$ cat src/rtl/tus_pkg.sv
// Package for the triangle uniform subdivider: payload structs, queue entry type,
// reciprocal and vertex-count tables. No dependencies.
package tus_pkg;

   localparam int MAX_DIVISION = 6;
   localparam int RECIP_SHIFT  = 28;
   localparam int QUEUE_DEPTH  = 2;
   localparam int QPTR_W       = $clog2(QUEUE_DEPTH);
   localparam int LOCAL_W      = 5;
   localparam int T_W          = 21;
   localparam int RECIP_W      = 28;
   localparam int PROD_W       = T_W + RECIP_W;

   typedef struct packed {
      logic               new_mesh;
      logic signed [15:0] ax;
      logic signed [15:0] ay;
      logic signed [15:0] az;
      logic signed [15:0] bx;
      logic signed [15:0] by;
      logic signed [15:0] bz;
      logic signed [15:0] cx;
      logic signed [15:0] cy;
      logic signed [15:0] cz;
   } tri_in_type;

   typedef struct packed {
      logic               is_triangle;
      logic signed [15:0] px;
      logic signed [15:0] py;
      logic signed [15:0] pz;
      logic [31:0]        vertex_number;
      logic [31:0]        corner_one;
      logic [31:0]        corner_two;
      logic [31:0]        corner_three;
      logic               last;
   } tri_out_type;

   typedef struct packed {
      logic signed [15:0] ax;
      logic signed [15:0] ay;
      logic signed [15:0] az;
      logic signed [15:0] bx;
      logic signed [15:0] by;
      logic signed [15:0] bz;
      logic signed [15:0] cx;
      logic signed [15:0] cy;
      logic signed [15:0] cz;
      logic [2:0]         div;
      logic [31:0]        offset;
   } job_type;

   // ceil(2^RECIP_SHIFT / (2*n))
   function automatic logic [RECIP_W-1:0] recip(input logic [2:0] n);
      logic [RECIP_W-1:0] r;
      case (n)
         3'd1:    r = 28'd134217728;
         3'd2:    r = 28'd67108864;
         3'd3:    r = 28'd44739243;
         3'd4:    r = 28'd33554432;
         3'd5:    r = 28'd26843546;
         3'd6:    r = 28'd22369622;
         default: r = 28'd134217728;
      endcase
      return r;
   endfunction

   // (n+1)(n+2)/2
   function automatic logic [LOCAL_W-1:0] vert_count(input logic [2:0] n);
      logic [LOCAL_W-1:0] v;
      case (n)
         3'd1:    v = 5'd3;
         3'd2:    v = 5'd6;
         3'd3:    v = 5'd10;
         3'd4:    v = 5'd15;
         3'd5:    v = 5'd21;
         3'd6:    v = 5'd28;
         default: v = 5'd3;
      endcase
      return v;
   endfunction

endpackage

$ cat src/rtl/tus_front.sv
// Front end: division count register, input acceptance, vertex offset tracking.
// Depends on tus_pkg.
module tus_front (
   input  logic                clock,
   input  logic                reset,
   input  logic                req_valid,
   output logic                req_ready,
   input  tus_pkg::tri_in_type req_data,
   input  logic                csr_valid,
   output logic                csr_ready,
   input  logic [2:0]          csr_data,
   input  logic                queue_full,
   output logic                push,
   output tus_pkg::job_type    job
);

   logic [2:0]  div_ff;
   logic [31:0] offset_ff;
   logic [2:0]  div_c;
   logic [31:0] base;

   assign req_ready = !queue_full;
   assign csr_ready = 1'b1;
   assign push      = req_valid && req_ready;

   always_comb begin
      if (div_ff == 3'd0) begin
         div_c = 3'd1;
      end else if (32'(div_ff) > tus_pkg::MAX_DIVISION) begin
         div_c = 3'(tus_pkg::MAX_DIVISION);
      end else begin
         div_c = div_ff;
      end
      base = req_data.new_mesh ? 32'd0 : offset_ff;
      job.ax     = req_data.ax;
      job.ay     = req_data.ay;
      job.az     = req_data.az;
      job.bx     = req_data.bx;
      job.by     = req_data.by;
      job.bz     = req_data.bz;
      job.cx     = req_data.cx;
      job.cy     = req_data.cy;
      job.cz     = req_data.cz;
      job.div    = div_c;
      job.offset = base;
   end

   always_ff @(posedge clock) begin
      if (reset) begin
         div_ff    <= 3'd1;
         offset_ff <= 32'd0;
      end else begin
         if (csr_valid && csr_ready) begin
            div_ff <= csr_data;
         end
         if (push) begin
            offset_ff <= base + 32'(tus_pkg::vert_count(div_c));
         end
      end
   end

endmodule

$ cat src/rtl/tus_queue.sv
// Short job queue between front and back ends.
// Depends on tus_pkg.
module tus_queue (
   input  logic             clock,
   input  logic             reset,
   input  logic             push,
   input  tus_pkg::job_type push_job,
   output logic             full,
   input  logic             pop,
   output logic             empty,
   output tus_pkg::job_type head_job
);

   tus_pkg::job_type                 q_ff [tus_pkg::QUEUE_DEPTH];
   logic [tus_pkg::QPTR_W-1:0]       wr_ff;
   logic [tus_pkg::QPTR_W-1:0]       rd_ff;
   logic [tus_pkg::QPTR_W:0]         cnt_ff;

   assign full     = cnt_ff == (tus_pkg::QPTR_W+1)'(tus_pkg::QUEUE_DEPTH);
   assign empty    = cnt_ff == '0;
   assign head_job = q_ff[rd_ff];

   always_ff @(posedge clock) begin
      if (reset) begin
         wr_ff  <= '0;
         rd_ff  <= '0;
         cnt_ff <= '0;
      end else begin
         if (push) begin
            q_ff[wr_ff] <= push_job;
            wr_ff       <= wr_ff + 1'b1;
         end
         if (pop) begin
            rd_ff <= rd_ff + 1'b1;
         end
         if (push && !pop) begin
            cnt_ff <= cnt_ff + 1'b1;
         end else if (pop && !push) begin
            cnt_ff <= cnt_ff - 1'b1;
         end
      end
   end

endmodule

$ cat src/rtl/tus_back.sv
// Back end: result sequencer, interpolation pipeline (s1, s2), output register.
// Depends on tus_pkg.
module tus_back (
   input  logic                 clock,
   input  logic                 reset,
   input  logic                 empty,
   output logic                 pop,
   input  tus_pkg::job_type     head_job,
   output logic                 rsp_valid,
   input  logic                 rsp_ready,
   output tus_pkg::tri_out_type rsp_data
);

   typedef enum logic {PH_VERT, PH_TRI} phase_type;

   function automatic logic [tus_pkg::T_W-1:0] coord_t(
      input logic signed [15:0] a, input logic signed [15:0] b,
      input logic signed [15:0] c, input logic [2:0] n,
      input logic [2:0] r, input logic [2:0] j);
      logic signed [23:0] s;
      logic signed [23:0] t;
      s = 24'(a) * signed'(24'(n - r)) + 24'(b) * signed'(24'(r - j))
        + 24'(c) * signed'(24'(j));
      t = s * 24'sd2 + signed'(24'(n)) * 24'sd131073;
      return tus_pkg::T_W'(t);
   endfunction

   logic                          en;
   logic                          step;
   logic                          busy_ff;
   phase_type                     phase_ff;
   tus_pkg::job_type              cur_ff;
   logic [2:0]                    r_ff, j_ff, i_ff, k_ff;
   logic                          half_ff;
   logic [tus_pkg::LOCAL_W-1:0]   vcnt_ff, pv_ff, nx_ff;

   logic [tus_pkg::LOCAL_W-1:0]   c1, c2, c3;
   logic                          tri_done;

   logic                          s1_valid_ff, s1_tri_ff, s1_last_ff;
   logic [tus_pkg::T_W-1:0]       s1_t_ff [3];
   logic [tus_pkg::RECIP_W-1:0]   s1_rc_ff;
   logic [tus_pkg::LOCAL_W-1:0]   s1_c_ff [3];
   logic [tus_pkg::LOCAL_W-1:0]   s1_v_ff;
   logic [31:0]                   s1_off_ff;

   logic                          s2_valid_ff, s2_tri_ff, s2_last_ff;
   logic [tus_pkg::PROD_W-1:0]    s2_p_ff [3];
   logic [tus_pkg::LOCAL_W-1:0]   s2_c_ff [3];
   logic [tus_pkg::LOCAL_W-1:0]   s2_v_ff;
   logic [31:0]                   s2_off_ff;

   logic                          out_valid_ff;
   tus_pkg::tri_out_type          out_ff;

   assign en        = !out_valid_ff || rsp_ready;
   assign step      = busy_ff && en;
   assign pop       = !busy_ff && !empty && en;
   assign rsp_valid = out_valid_ff;
   assign rsp_data  = out_ff;

   always_comb begin
      if (i_ff == 3'd1) begin
         c1 = 5'd0;
         c2 = 5'd1;
         c3 = 5'd2;
         tri_done = cur_ff.div == 3'd1;
      end else if (k_ff != i_ff) begin
         c1 = pv_ff + 5'(k_ff) - 5'd1;
         c2 = half_ff ? nx_ff + 5'(k_ff) : nx_ff + 5'(k_ff) - 5'd1;
         c3 = half_ff ? pv_ff + 5'(k_ff) : nx_ff + 5'(k_ff);
         tri_done = 1'b0;
      end else begin
         c1 = nx_ff + 5'(i_ff);
         c2 = pv_ff + 5'(i_ff) - 5'd1;
         c3 = nx_ff + 5'(i_ff) - 5'd1;
         tri_done = i_ff == cur_ff.div;
      end
   end

   always_ff @(posedge clock) begin
      if (reset) begin
         busy_ff      <= 1'b0;
         phase_ff     <= PH_VERT;
         s1_valid_ff  <= 1'b0;
         s2_valid_ff  <= 1'b0;
         out_valid_ff <= 1'b0;
      end else begin
         if (pop) begin
            cur_ff   <= head_job;
            busy_ff  <= 1'b1;
            phase_ff <= PH_VERT;
            r_ff     <= 3'd0;
            j_ff     <= 3'd0;
            vcnt_ff  <= '0;
         end
         if (en) begin
            s1_valid_ff <= step;
            s1_off_ff   <= cur_ff.offset;
            s1_rc_ff    <= tus_pkg::recip(cur_ff.div);
            s1_t_ff[0]  <= coord_t(cur_ff.ax, cur_ff.bx, cur_ff.cx, cur_ff.div, r_ff, j_ff);
            s1_t_ff[1]  <= coord_t(cur_ff.ay, cur_ff.by, cur_ff.cy, cur_ff.div, r_ff, j_ff);
            s1_t_ff[2]  <= coord_t(cur_ff.az, cur_ff.bz, cur_ff.cz, cur_ff.div, r_ff, j_ff);
            s1_v_ff     <= vcnt_ff;
            s1_c_ff[0]  <= c1;
            s1_c_ff[1]  <= c2;
            s1_c_ff[2]  <= c3;
            s1_tri_ff   <= phase_ff == PH_TRI;
            s1_last_ff  <= phase_ff == PH_TRI && tri_done;

            s2_valid_ff <= s1_valid_ff;
            s2_tri_ff   <= s1_tri_ff;
            s2_last_ff  <= s1_last_ff;
            s2_v_ff     <= s1_v_ff;
            s2_off_ff   <= s1_off_ff;
            for (int q = 0; q < 3; q++) begin
               s2_p_ff[q] <= tus_pkg::PROD_W'(s1_t_ff[q]) * tus_pkg::PROD_W'(s1_rc_ff);
               s2_c_ff[q] <= s1_c_ff[q];
            end

            out_valid_ff <= s2_valid_ff;
            out_ff.is_triangle <= s2_tri_ff;
            out_ff.last        <= s2_last_ff;
            if (s2_tri_ff) begin
               out_ff.px            <= '0;
               out_ff.py            <= '0;
               out_ff.pz            <= '0;
               out_ff.vertex_number <= '0;
               out_ff.corner_one    <= s2_off_ff + 32'(s2_c_ff[0]);
               out_ff.corner_two    <= s2_off_ff + 32'(s2_c_ff[1]);
               out_ff.corner_three  <= s2_off_ff + 32'(s2_c_ff[2]);
            end else begin
               out_ff.px <= s2_p_ff[0][tus_pkg::RECIP_SHIFT+15:tus_pkg::RECIP_SHIFT];
               out_ff.py <= s2_p_ff[1][tus_pkg::RECIP_SHIFT+15:tus_pkg::RECIP_SHIFT];
               out_ff.pz <= s2_p_ff[2][tus_pkg::RECIP_SHIFT+15:tus_pkg::RECIP_SHIFT];
               out_ff.vertex_number <= s2_off_ff + 32'(s2_v_ff);
               out_ff.corner_one    <= '0;
               out_ff.corner_two    <= '0;
               out_ff.corner_three  <= '0;
            end
         end
         if (step) begin
            if (phase_ff == PH_VERT) begin
               vcnt_ff <= vcnt_ff + 1'b1;
               if (j_ff != r_ff) begin
                  j_ff <= j_ff + 1'b1;
               end else if (r_ff != cur_ff.div) begin
                  r_ff <= r_ff + 1'b1;
                  j_ff <= 3'd0;
               end else begin
                  phase_ff <= PH_TRI;
                  i_ff     <= 3'd1;
               end
            end else if (tri_done) begin
               busy_ff <= 1'b0;
            end else if (i_ff == 3'd1) begin
               i_ff    <= 3'd2;
               k_ff    <= 3'd1;
               half_ff <= 1'b0;
               pv_ff   <= 5'd1;
               nx_ff   <= 5'd3;
            end else if (k_ff != i_ff) begin
               half_ff <= !half_ff;
               if (half_ff) begin
                  k_ff <= k_ff + 1'b1;
               end
            end else begin
               i_ff    <= i_ff + 1'b1;
               k_ff    <= 3'd1;
               half_ff <= 1'b0;
               pv_ff   <= nx_ff;
               nx_ff   <= nx_ff + 5'(i_ff) + 5'd1;
            end
         end
      end
   end

endmodule

$ cat src/rtl/triangle_uniform_subdivider.sv
// Top level of the triangle uniform subdivider: front end, job queue, back end.
// Depends on tus_pkg, tus_front, tus_queue, tus_back.
//
// Each accepted triangle yields (n+1)(n+2)/2 vertex results followed by n*n
// index triples, one result per cycle from the back-end sequencer while the
// output is not stalled by rsp_ready. A two-entry queue lets the front accept
// triangles while the back end works; results pass through the s1, s2 and
// output registers after the sequencer issues them.
module triangle_uniform_subdivider (
   input  logic                 clock,
   input  logic                 reset,
   input  logic                 req_valid,
   output logic                 req_ready,
   input  tus_pkg::tri_in_type  req_data,
   output logic                 rsp_valid,
   input  logic                 rsp_ready,
   output tus_pkg::tri_out_type rsp_data,
   input  logic                 csr_valid,
   output logic                 csr_ready,
   input  logic [2:0]           csr_data
);

   logic             push, pop, full, empty;
   tus_pkg::job_type push_job, head_job;

   tus_front u_front (
      .clock, .reset, .req_valid, .req_ready, .req_data,
      .csr_valid, .csr_ready, .csr_data,
      .queue_full(full), .push, .job(push_job)
   );

   tus_queue u_queue (
      .clock, .reset, .push, .push_job, .full, .pop, .empty, .head_job
   );

   tus_back u_back (
      .clock, .reset, .empty, .pop, .head_job, .rsp_valid, .rsp_ready, .rsp_data
   );

endmodule

$ cat config.mk
export PLATFORM = sky130hd
export DESIGN_NAME = triangle_uniform_subdivider
export DESIGN_NICKNAME = d
export VERILOG_FILES = /design/src/rtl/tus_pkg.sv /design/src/rtl/tus_front.sv /design/src/rtl/tus_queue.sv /design/src/rtl/tus_back.sv /design/src/rtl/triangle_uniform_subdivider.sv
export SDC_FILE = /design/constraint.sdc
export NUM_CORES = 2
export LEC_CHECK = 0
export ABC_AREA = 1
export BUFFER_PORTS_ARGS = -buffer_cell sky130_fd_sc_hd__clkbuf_2
export CAP_MARGIN = 0
export CORE_UTILIZATION = 50
export CTS_CLUSTER_DIAMETER = 100
export DETAILED_ROUTE_END_ITERATION = 8
export GPL_ROUTABILITY_DRIVEN = 0
export GPL_TIMING_DRIVEN = 0
export PLACE_DENSITY = 0.66
export RECOVER_POWER = 100
export SYNTH_ARGS = -nofsm -noshare
export SYNTH_HDL_FRONTEND = slang
export SYNTH_SLANG_ARGS = --single-unit
$ cat constraint.sdc
create_clock -name clock -period 25.1 [get_ports clock]
set_clock_uncertainty 0.2 [all_clocks]
set_input_delay 0 -clock clock [delete_from_list [all_inputs] [get_ports clock]]
set_output_delay 0 -clock clock [all_outputs]
set_load 0.05 [all_outputs]
# Word-level counts from Yosys, hierarchy flattened
# Memory sizes are Yosys's and may differ from the RTL's. A register that Yosys moved wholly into a read port is not among the register bits.
# Index checks and enable logic that the tools add are counted.
[totals]
regBits = 308
ram_bits = 598
in_bits = 153
output_inout_bits = 181
elab_cells = 193
mem_count = 5
[op_classes]
add_sub_neg = 34
mul = 13
magnitude_cmp = 1
eq_ne = 23
mux = 56
n_bitwise = 3
n_reduce_logical = 25
[memory_table]
columns = ["name", "depth", "word_bits", "read_ports", "rd_clocked_by_memory_dff", "wr", "line_no", "text"]
rows = [
  ["u_queue.q_ff", 2, 179, 1, 1, 1, "tus_queue.sv:14", "tus_pkg::job_type q_ff [tus_pkg::QUEUE_DEPTH];"],
  ["u_back.s2_p_ff", 3, 49, 3, 3, 3, "tus_back.sv:48", "logic [tus_pkg::PROD_W-1:0] s2_p_ff [3];"],
  ["u_back.s1_t_ff", 3, 21, 3, 0, 3, "tus_back.sv:41", "logic [tus_pkg::T_W-1:0] s1_t_ff [3];"],
  ["u_back.s1_c_ff", 3, 5, 3, 0, 3, "tus_back.sv:43", "logic [tus_pkg::LOCAL_W-1:0] s1_c_ff [3];"],
  ["u_back.s2_c_ff", 3, 5, 3, 0, 3, "tus_back.sv:49", "logic [tus_pkg::LOCAL_W-1:0] s2_c_ff [3];"],
]
[op_table]
columns = ["operator", "n"]
rows = [
  ["multiplier 16 x 4 -> 20 bit", 9],
  ["adder 32 x 5 -> 32 bit", 5],
  ["multiplier 21 x 28 -> 49 bit", 3],
  ["one-hot mux 28 bit (5 select lines)", 1],
  ["adder 20 bit", 6],
  ["2-to-1 mux 5 bit", 15],
  ["adder 21 bit", 3],
  ["2-to-1 mux 3 bit", 19],
  ["2-to-1 mux 32 bit", 1],
  ["one-hot mux 5 bit (5 select lines)", 1],
  ["multiplier 3 x 18 -> 21 bit, second input constant", 1],
  ["adder 5 x 3 -> 5 bit", 4],
  ["subtractor 5 x 1 -> 5 bit, second input constant", 4],
  ["equality test 3 bit, second input constant", 6],
  ["2-to-1 mux 1 bit", 17],
  ["adder 3 x 1 -> 3 bit, second input constant", 4],
  ["equality test 3 x 2 -> 1 bit, second input constant", 4],
  ["adder 5 x 1 -> 5 bit, second input constant", 2],
  ["AND reduction 5 bit", 2],
  ["!= test 3 bit", 3],
  ["subtractor 3 x 3 -> 4 bit", 2],
  ["logical AND 1 bit", 7],
  ["zero test 1 bit", 7],
  ["equality test 3 x 1 -> 1 bit, second input constant", 2],
  ["other kinds (20)", 27],
]

# Logic depth before layout (Yosys ltp)
[depth]
word_depth = 9
depth_mapped = 39
depth_no_buf = 37

# Hierarchy
# A second synthesis with hierarchy kept.
[hier_totals]
cells_unflattened = 10136
area_unflattened_um2 = 97272.0
[by_module_without_submodules]
columns = ["mod", "n_inst", "cells_each", "area_per_inst_um2", "seq_area_each_um2"]
rows = [
  ["tus_back", 1, 8962, 80011.7, 18417.7],
  ["tus_queue", 1, 591, 13560.5, 10850.4],
  ["tus_front", 1, 583, 3699.8, 700.7],
]

# Least setup slack after synthesis
# Ideal clock, no wire load.
[synth_path]
path_kind = "register to register"
from = "register u_back.out_valid_ff (netlist: u_back.rsp_valid)"
to = "register rsp_data[129] (netlist name)"
t_arrival_ns = 17.329
required_time_ns = 23.724
setup_slack_ns = 6.395
path_stages_with_launch = 4
cell_sequence = "dfxtp_1 -> inv_1 -> nor2_1 -> nor2_1"
[synth_via]
elab_chain_cells = 3
[synth_lines]
columns = ["item", "line_no", "text"]
rows = [
  ["start, declared", "tus_back.sv:53", "logic out_valid_ff;"],
  ["start signal, assigned", "tus_back.sv:121", "out_valid_ff <= s2_valid_ff;"],
  ["zero test 1 bit", "tus_back.sv:56", "assign en = !out_valid_ff || rsp_ready;"],
  ["logical OR 1 bit", "tus_back.sv:56", ""],
  ["AND reduction 2 bit (no line)", "--", ""],
]
# Every way passes these cells.
# A chain may end at the register's enable or synchronous reset.

==> results.json <==
{
  "final_antenna_net_count": 0,
  "port_buffers": 331,
  "vias_per_cell": 5.16,
  "ctsHtreeMaxLevel": 3,
  "fin_nets": 13300,
  "wl_per_cell_um": 19.0,
  "drive_gt1_share_pct": 3.70,
  "critPathKind": "reg -> reg",
  "die_y_um": 439,
  "final_common_cell": "inv_1",
  "grt_max_degree": 37,
  "crit_path_top_delay_cell": "fa_1",
  "cpPeakStageDelay_ps": 850,
  "finalHoldViolCount": 0,
  "holdCritStartpoint": "u_back.cur_ff[6]",
  "dp_slack_ps": 14770,
  "setup_slack_ps": 14640,
  "min_path_type": "reg -> reg",
  "grt_pass1_wl_um": 405000,
  "final_cell_mix": "2,768 x inv_1, 2,288 x nand2_1, 1,322 x fa_1",
  "synthesis.area_um2": 95500,
  "async_flop_share_pct": 0,
  "max_cap_viol_count": 20,
  "synth_seq_area_share_pct": 31.4,
  "drt_iter0_markers": 6220,
  "violations": "max-capacitance violations, max-slew violations",
  "synth_cells": 10400,
  "drc_errors": 0,
  "ys_warn_count": 0,
  "min_to": "u_back.s1_off_ff[6]",
  "r2r_start": "u_back.j_ff[1]",
  "worstSetupStartpointType": "register",
  "dpl.cell_count": 13200,
  "cp_max_fo": 10,
  "path_delay_family": "buffers and inverters",
  "start_util_pct": 50.3,
  "synthDistinctLibCells": 65,
  "cpMostUsedCell": "nand2_1",
  "post-dp-hpwl_um": 215000,
  "status": "finished with violations",
  "fin_crit_sh_pct": 41.7,
  "pin_count": 334,
  "rows": 160,
  "holdWs_ps": 196,
  "period_needed_ps": 10460,
  "avgSynthCellArea_um2": 9.22,
  "synth-edff-count": 968,
  "areaGrowthSynthToFinish_pct": 11.8,
  "die_w_um": 439,
  "crit_buf_inv": 11,
  "clock_path_buffers": 3,
  "grtUsageTotal_pct": 27.4,
  "setup_viol": 0,
  "startpoint": "u_back.j_ff[1]",
  "final.fill_count": 16600,
  "end_kind": "register",
  "drt-total-wl_um": 262000,
  "worst_ep_required_time_ps": 25430,
  "cts_tree": "yes",
  "timing.rr.end": "u_back.s1_t_ff[0][62]",
  "grt_pass1_vias": 72400,
  "worstPathArrival_ps": 10790,
  "syn_nets": 12500,
  "core_area_um2": 190000,
  "slew_headroom_pct": -53.7,
  "numClockSinks": 1012,
  "whs_path_depth": 0,
  "routed-via-count": 71000,
  "drt-pass1-iter-count": 9,
  "rr_worst_depth": 35,
  "clock_latency_ps": 770,
  "cts.clk_slew.worst_paths_ps": 60,
  "post_layout_nonfiller_instances": 13800,
  "cts_root_buf": "clkbuf_16",
  "rsz0062_at_grt": "false",
  "synthFlopType": "edfxtp_1",
  "fmax_ghz": 0.0956,
  "reg2reg_slack_ps": 14640,
  "dieArea_um2": 193000,
  "cts_made_buffers": 108,
  "overflow": 0,
  "antenna_found_initial": 2,
  "ys_ff_latch": 1012,
  "slew_viol_final": 651,
  "tightest_slew_ps": 2300
}
[synthesized netlist by cell type (all sizes together), types with 3 or more instances]
| master | number | share of area [%] |
|---|---|---|
| inv | 2777 | 11 |
| nand2 | 2293 | 9.0 |
| fa | 1322 | 28 |
| edfxtp | 968 | 30 |
| nor2 | 659 | 2.7 |
| ha | 630 | 8.3 |
| a21oi | 367 | 1.9 |
| o21ai | 258 | 1.4 |
| clkbuf | 207 | 0.86 |
| nand3 | 207 | 1.1 |
| xor2 | 135 | 1.3 |
| nor3 | 88 | 0.54 |
| nand4 | 71 | 0.50 |
| xnor2 | 69 | 0.63 |
| dfxtp | 44 | 0.92 |
| buf | 37 | 0.19 |
| or2 | 37 | 0.24 |
| nor4 | 33 | 0.26 |
| a31oi | 26 | 0.17 |
| a21o | 20 | 0.16 |
| nand3b | 18 | 0.14 |
| o21bai | 18 | 0.14 |
| o211ai | 10 | 0.079 |
| a211oi | 9 | 0.071 |
| o31ai | 7 | 0.055 |
| a21boi | 6 | 0.047 |
| o21a | 6 | 0.047 |
| o22ai | 6 | 0.039 |
| clkinv | 3 | 0.012 |
| nor3b | 3 | 0.024 |
[cells by family after synthesis]
family,count (synthesis),synth area share (%)
xor+xnor,204,1.89
flops,1012,31.4
mux,2,0.0210
compound gates,744,4.20
buf+inv,3024,12.0
other cells,1,0.00393
fa+ha+maj,1953,36.0
simple gates,3414,14.6
[worst max-delay path by stage]
| stage | endpoint | slack [ps] | cells past startpoint |
|---|---|---|---|
| floorplan | rsp_data[129] | 6400 | 3 |
| global placement | rsp_data[173] | -430 | 4 |
| detailed placement | u_back.s1_t_ff[0][20] | 14770 | 34 |
| CTS | u_back.s1_t_ff[0][20] | 14750 | 34 |
| global route | u_back.cur_ff[103] | 13770 | 13 |
| finish | u_back.s1_t_ff[0][62] | 14640 | 35 |
[state kept, by name (all words and copies together), names as in the netlist, 32 cells and up]
| name | cells |
|---|---|
| u_back.s2_p_ff | 48 |
| rsp_data | 48 |
| u_back.s1_t_ff | 61 |
| u_back.cur_ff | 179 |
| u_back.s1_off_ff | 32 |
| u_queue.q_ff | 358 |
| u_front.offset_ff | 32 |
| u_back.s2_off_ff | 32 |
| u_back.rsp_data | 130 |
[area by class of cell]
class | count | area [um2] | area share (%)
Inverter | 2780 | 10400 | 9.78
Sequential cell | 1012 | 29900 | 28.1
Timing Repair Buffer | 681 | 4650 | 4.36
Tap cell | 2511 | 3140 | 2.94
Antenna cell | 2 | 5.00 | 0.00469
Clock buffer | 124 | 2790 | 2.62
Buffer | 244 | 983 | 0.921
Clock inverter | 79 | 855 | 0.801
Multi-Input combinational cell | 6318 | 53900 | 50.5
[worst register-to-register path, delay by kind of cell (launching register included)]
kind	cells	cell delay [ps]
AOI/OAI and AO/OA	1	250
xor gates and xnor gates	1	140
adders and majority gates	8	3800
buffers and inverters	11	3950
DFF	1	370
and+or+nand+nor	14	1550
[through the flow]
stage	TNS [ps]	cell area [um2]	utilization (%)
finish	0	107000	56.2
global route	0	107000	56.2
CTS	0	108000	56.7
detailed placement	0	101000	53.2
global placement	-132430	100000	52.8
floorplan	0	95500	-
[repair_timing]
action | CTS | global route
hold buffers | 308 | 0
resized for setup | 0 | 0
buffers inserted | 0 | 0
endpoints found under the hold margin | 414 | 0
[layer usage]
metal  wire length, um  part of all wire (%)  track usage, %
met3             22700                   8.7            4.87
met4             12700                   4.9            11.3
met1            107000                    41            36.9
met2            119000                    45            43.9
met5                 0                     0               0
Power is left out: the tool's default activity adds up to more than one toggle a clock period on the data nets, which glitch-free logic cannot reach.
